**config.mk**
```make
export PLATFORM = sky130hd
export DESIGN_NAME = lodd_ctrl
export DESIGN_NICKNAME = d
export VERILOG_FILES = /design/src/hdl/lodd_pkg.sv /design/src/hdl/lodd_ctrl.sv
export SDC_FILE = /design/constraint.sdc
export NUM_CORES = 1
export LEC_CHECK = 0
export ABC_AREA = 1
export BUFFER_PORTS_ARGS = -buffer_cell sky130_fd_sc_hd__buf_2
export CORE_MARGIN = 10
export CORE_UTILIZATION = 50
export CTS_CLUSTER_DIAMETER = 150
export DETAILED_ROUTE_END_ITERATION = 7
export PLACE_DENSITY = 0.79
export SETUP_SLACK_MARGIN = 0.1
export SLEW_MARGIN = 5
export SYNTH_ARGS = -nofsm -noshare
export SYNTH_HDL_FRONTEND = slang
export SYNTH_SLANG_ARGS = --single-unit
```
**constraint.sdc**
```tcl
create_clock -name clk -period 2.65 [get_ports clk]
set_input_delay 0.265 -clock clk [delete_from_list [all_inputs] [get_ports clk]]
set_output_delay 0.265 -clock clk [all_outputs]
set_load 0.005 [all_outputs]
```
**src/hdl/lodd_pkg.sv**
```systemverilog
// ----------------------------------------------------------------------------
// lodd_pkg
// shared types and codes for the lock order deadlock detector
// ----------------------------------------------------------------------------
package lodd_pkg;

  localparam int OP_W = 5;

  localparam logic [OP_W-1:0] OP_IDLE   = 5'd0;
  localparam logic [OP_W-1:0] OP_T_RD   = 5'd1;
  localparam logic [OP_W-1:0] OP_T_CMP  = 5'd2;
  localparam logic [OP_W-1:0] OP_ALLOC  = 5'd3;
  localparam logic [OP_W-1:0] OP_C_RD   = 5'd4;
  localparam logic [OP_W-1:0] OP_C_LD   = 5'd5;
  localparam logic [OP_W-1:0] OP_L_HRD  = 5'd6;
  localparam logic [OP_W-1:0] OP_L_HLD  = 5'd7;
  localparam logic [OP_W-1:0] OP_E_RD   = 5'd8;
  localparam logic [OP_W-1:0] OP_E_CMP  = 5'd9;
  localparam logic [OP_W-1:0] OP_E_ADD  = 5'd10;
  localparam logic [OP_W-1:0] OP_P_INIT = 5'd11;
  localparam logic [OP_W-1:0] OP_P_PASS = 5'd12;
  localparam logic [OP_W-1:0] OP_P_J    = 5'd13;
  localparam logic [OP_W-1:0] OP_P_JLD  = 5'd14;
  localparam logic [OP_W-1:0] OP_P_IRD  = 5'd15;
  localparam logic [OP_W-1:0] OP_P_ICMP = 5'd16;
  localparam logic [OP_W-1:0] OP_APPEND = 5'd17;
  localparam logic [OP_W-1:0] OP_U_HRD  = 5'd18;
  localparam logic [OP_W-1:0] OP_U_HCMP = 5'd19;
  localparam logic [OP_W-1:0] OP_U_ERD  = 5'd20;
  localparam logic [OP_W-1:0] OP_U_ECMP = 5'd21;
  localparam logic [OP_W-1:0] OP_FIN    = 5'd22;

  localparam logic [1:0] ST_OK        = 2'd0;
  localparam logic [1:0] ST_THR_FULL  = 2'd1;
  localparam logic [1:0] ST_EDGE_FULL = 2'd2;
  localparam logic [1:0] ST_HELD_FULL = 2'd3;

  localparam logic REQ_LOCK   = 1'b0;
  localparam logic REQ_UNLOCK = 1'b1;

  typedef struct packed {
    logic [OP_W-1:0] op;
  } lodd_cmd_t;

  typedef struct packed {
    logic t_lt;
    logic t_hit;
    logic slots_full;
    logic h_lt;
    logic h_self;
    logic e_lt;
    logic e_dup;
    logic pass_go;
    logic j_lt;
    logic gone_j;
    logic gone_k;
    logic t_in;
    logic kind;
    logic out_free;
  } lodd_sts_t;

endpackage

```
**src/hdl/lodd_ctrl.sv**
```systemverilog
// ----------------------------------------------------------------------------
// lodd_ctrl
// sequencing state machine, issues one datapath command per cycle
// ----------------------------------------------------------------------------
module lodd_ctrl
  import lodd_pkg::*;
(
  input  logic       clk,
  input  logic       rst_n,
  input  logic       in_tvalid,
  input  lodd_sts_t  sts,
  output lodd_cmd_t  cmd
);

  logic [OP_W-1:0] state_r;
  logic [OP_W-1:0] state_nxt;

  assign cmd.op = state_r;

  always_comb begin
    state_nxt = state_r;
    case (state_r)
      OP_IDLE:   if (in_tvalid) state_nxt = OP_T_RD;
      OP_T_RD: begin
        if (sts.t_lt) state_nxt = OP_T_CMP;
        else if (sts.slots_full) state_nxt = OP_FIN;
        else state_nxt = OP_ALLOC;
      end
      OP_T_CMP:  state_nxt = sts.t_hit ? OP_C_RD : OP_T_RD;
      OP_ALLOC:  state_nxt = (sts.kind == REQ_UNLOCK) ? OP_U_HRD : OP_L_HRD;
      OP_C_RD:   state_nxt = OP_C_LD;
      OP_C_LD:   state_nxt = (sts.kind == REQ_UNLOCK) ? OP_U_HRD : OP_L_HRD;
      OP_L_HRD:  state_nxt = sts.h_lt ? OP_L_HLD : OP_P_INIT;
      OP_L_HLD:  state_nxt = sts.h_self ? OP_L_HRD : OP_E_RD;
      OP_E_RD:   state_nxt = sts.e_lt ? OP_E_CMP : OP_E_ADD;
      OP_E_CMP:  state_nxt = sts.e_dup ? OP_L_HRD : OP_E_RD;
      OP_E_ADD:  state_nxt = OP_L_HRD;
      OP_P_INIT: state_nxt = OP_P_PASS;
      OP_P_PASS: state_nxt = sts.pass_go ? OP_P_J : OP_APPEND;
      OP_P_J: begin
        if (!sts.j_lt) state_nxt = OP_P_PASS;
        else if (!sts.gone_j) state_nxt = OP_P_JLD;
      end
      OP_P_JLD:  state_nxt = OP_P_IRD;
      OP_P_IRD: begin
        if (!sts.e_lt) state_nxt = OP_P_J;
        else if (!sts.gone_k) state_nxt = OP_P_ICMP;
      end
      OP_P_ICMP: state_nxt = sts.t_in ? OP_P_J : OP_P_IRD;
      OP_APPEND: state_nxt = OP_FIN;
      OP_U_HRD:  state_nxt = sts.h_lt ? OP_U_HCMP : OP_U_ERD;
      OP_U_HCMP: state_nxt = OP_U_HRD;
      OP_U_ERD:  state_nxt = sts.e_lt ? OP_U_ECMP : OP_FIN;
      OP_U_ECMP: state_nxt = OP_U_ERD;
      OP_FIN:    if (sts.out_free) state_nxt = OP_IDLE;
      default:   state_nxt = OP_IDLE;
    endcase
  end

  always_ff @(posedge clk) begin
    if (!rst_n) begin
      state_r <= OP_IDLE;
    end else begin
      state_r <= state_nxt;
    end
  end

endmodule

```
==> flow_metrics.env <==
export IMPL_htreeDepth=1
export IMPL_synth_fa_ha_area_frac=0
export IMPL_syn_avg_cell_area_um2=4.86
export IMPL_clock_fmax_mhz=638
export IMPL_p_leak_nw=0.482
export IMPL_hold_start="rst_n"
export IMPL_largest_reg_flops=5
export IMPL_final_nets=181
export IMPL_fill_cells=138
export IMPL_post_drt_wl_per_cell_um=12.1
export IMPL_synth_top_family_by_area="simple AND/OR/NAND/NOR gates"
export IMPL_finalNonFillerCells=178
export IMPL_slowest_delay_ns=0.54
export IMPL_startpoint_type="register"
export IMPL_die_w_um=56.8
export IMPL_synth_simple_area_share=0.615
export IMPL_worst_pin_slew_ns=0.373
export IMPL_syn_num_nets=156
export IMPL_cts_root_buffer="clkbuf_4"
export IMPL_yosys_area_top_type_share=0.283
export IMPL_ys_seq_area_frac=0.148
export IMPL_synth_compound_area_share=0.115
export IMPL_routed_wl_mm=2.16
export IMPL_hold_class="primary input to register"
export IMPL_finalMaxSlewViolations=0
export IMPL_netlist_instances=139
export IMPL_core_region_area_mm2=0.00128
export IMPL_worst_ep_arrival_time_ns=1.69
export IMPL_slowest_stage="dfxtp_1"
export IMPL_worst_endpoint_required_ns=2.77
export IMPL_period_share=0.591
export IMPL_route_detailed_drc=0
export IMPL_yosys_warnings=0
export IMPL_slew_headroom=0.751
export IMPL_insertion_delay_ns=0.23
export IMPL_r2r_end="cmd[3]$_SDFFE_PN0P_"
export IMPL_cts_tree="built"
export IMPL_clockBufferDepth=2
export IMPL_dp_cells=174
export IMPL_dpl_hpwl_mm=1.88
export IMPL_dr_pass1_iters=4
export IMPL_syn_area_um2=676
export IMPL_antenna_found_initial=0
export IMPL_drive_gt1_frac=0.178
export IMPL_cts_buffers=3
export IMPL_antenna_cells=0
export IMPL_rows=13
export IMPL_fin_crit_ns=1.57
export IMPL_status="completed"
export IMPL_area_growth_pct=20.6
export IMPL_holdWs_ns=0.313
export IMPL_synth_cell_type_count=14
export IMPL_grt_max_degree=10
export IMPL_post_cts_resized=0
export IMPL_gp_congestion=0.955
export IMPL_min_to="cmd[1]$_SDFFE_PN0P_"
export IMPL_grt_pass1_vias=943
export IMPL_reg2reg_depth=9
export IMPL_hold_violations=0
export IMPL_fin_area_um2=815
export IMPL_cp_max_fo=9
export IMPL_clock_sinks=5
export IMPL_cts_reportedPaths_clkPinSlew_ns=0.04
export IMPL_dpl_cell_area_um2=788
export IMPL_synth_xor_area_frac=0
export IMPL_peakVddDrop_uv=486
export IMPL_ctsHoldBuffers=0
export IMPL_powerDensity_mw_per_mm2=731
export IMPL_cpMostUsedCell="nand2_1"
export IMPL_tns_ns=0
export IMPL_postCtsSetupRepairBufs=0
export IMPL_drt_iter0_drc=70
export IMPL_dr_total_vias=951
export IMPL_drv_cap=0
export IMPL_gr_total_overflow=0
export IMPL_rsz0062_at_grt="no"
export IMPL_reg2reg_from="cmd[1]$_SDFFE_PN0P_"
export IMPL_io_pins=22
export IMPL_endpoint_kind="register"
export IMPL_holdPathStages=3
export IMPL_crit_type="register to register"
export IMPL_port_buffers=21
export IMPL_die_height_um=56.8
export IMPL_synth_area_top_cells="nand2_1 28%, dfxtp_1 15%, nand3_1 13%, nor2_1 13%, inv_1 9.4%"
export IMPL_finClkSkew_ns=0.000317
export IMPL_setup_violations=0
export IMPL_synth_seq_cells=5
export IMPL_synthMuxAreaShare=0
export IMPL_grt_pass1_wl_mm=3.88
export IMPL_utilization=0.634
export IMPL_drt_vias_per_instance=5.34
export IMPL_r2r_slack_ns=1.08
export IMPL_start_util=0.526
export IMPL_dieArea_mm2=0.00322
export IMPL_synth_area_leader_cell="nand2_1"
export IMPL_worstPathCellList="inv_1 -> nand2_1 -> nor2_1 -> nor2_1 -> nand2_1 -> a21oi_1 -> nand2_1 -> nand2_1 -> a21oi_1"
export IMPL_grt_usage=0.139
export IMPL_final_antenna_net_count=0
[cell type report]
type | count | area [um2] | share of cell area
clock buffer | 4 | 26.3 | 0.0323
inverter | 19 | 71.3 | 0.0876
multi-input combinational | 114 | 493 | 0.605
sequential | 5 | 100 | 0.123
tap | 15 | 18.8 | 0.0230
timing repair buffer | 21 | 105 | 0.129
[metrics by stage]
step / worst slack, ns / total power, mW
after floorplan: 1.35 / 0.407
after global placement: 1.11 / 0.506
after detailed placement: 1.10 / 0.509
after CTS: 1.10 / 0.596
after global routing: 0.853 / 0.671
final: 1.08 / 0.595
[Yosys cell counts (all sizes together)]
| library cell | n |
|---|---|
| nand2 | 51 |
| nor2 | 26 |
| dfxtp | 5 |
| nor3 | 1 |
| nand3 | 18 |
| o21ai | 5 |
| a21oi | 9 |
| inv | 19 |
| nand4 | 3 |
| buf | 1 |
| o31ai | 1 |
[worst max path at each step]
stage | from | to | slack, ns
2_1_floorplan | cmd[3]$_SDFFE_PN0P_ | cmd[0]$_SDFFE_PN0P_ | 1.35
3_3_place_gp | cmd[3]$_SDFFE_PN0P_ | cmd[0]$_SDFFE_PN0P_ | 1.11
3_5_place_dp | cmd[3]$_SDFFE_PN0P_ | cmd[0]$_SDFFE_PN0P_ | 1.10
4_1_cts | cmd[3]$_SDFFE_PN0P_ | cmd[0]$_SDFFE_PN0P_ | 1.10
5_1_grt | cmd[3]$_SDFFE_PN0P_ | cmd[0]$_SDFFE_PN0P_ | 0.85
6_report | cmd[1]$_SDFFE_PN0P_ | cmd[3]$_SDFFE_PN0P_ | 1.08
[critical path, delay by kind of cell, from the launching register on]
family	cells	cell delay [ns]
DFF	1	0.54
buffers and inverters	1	0.17
and+or+nand+nor	6	0.54
AOI/OAI and AO/OA	2	0.20
[cells in the final DEF, fill, tap and decap left out]
| cell type | n |
|---|---|
| a21oi_1 | 9 |
| nor2_1 | 23 |
| nand3_1 | 18 |
| inv_2 | 2 |
| o21ai_0 | 5 |
| nand2_1 | 51 |
| nand4_1 | 3 |
| nor3_1 | 1 |
| inv_1 | 17 |
| dfxtp_1 | 5 |
| clkbuf_4 | 3 |
| o31ai_1 | 1 |
| nor2_4 | 1 |
| nor2_2 | 2 |
| clkbuf_1 | 1 |
| buf_2 | 21 |
[layer usage]
layer	wire length (um)	vias up	track usage	share of wire
li1	-	491	-	-
met1	908	400	0.162	0.42
met2	999	54	0.229	0.46
met3	205	6	0.0292	0.095
met4	44	0	0.0738	0.020
met5	0	-	0	0
[where the power goes]
group,internal [mW],total [mW],switching [mW]
sequential,0.0984,0.148,0.0495
clock,0.0566,0.0835,0.0269
combinational,0.126,0.364,0.238
[kinds of logic (layout without fill, tap and decap cells)]
kind of cell / after synthesis / in the layout
flip-flops: 5 / 5
buffers and inverters: 20 / 44
AO/OA/AOI/OAI: 15 / 15
AND/OR/NAND/NOR: 99 / 99
No activity file was read; power rests on OpenSTA's default activity.
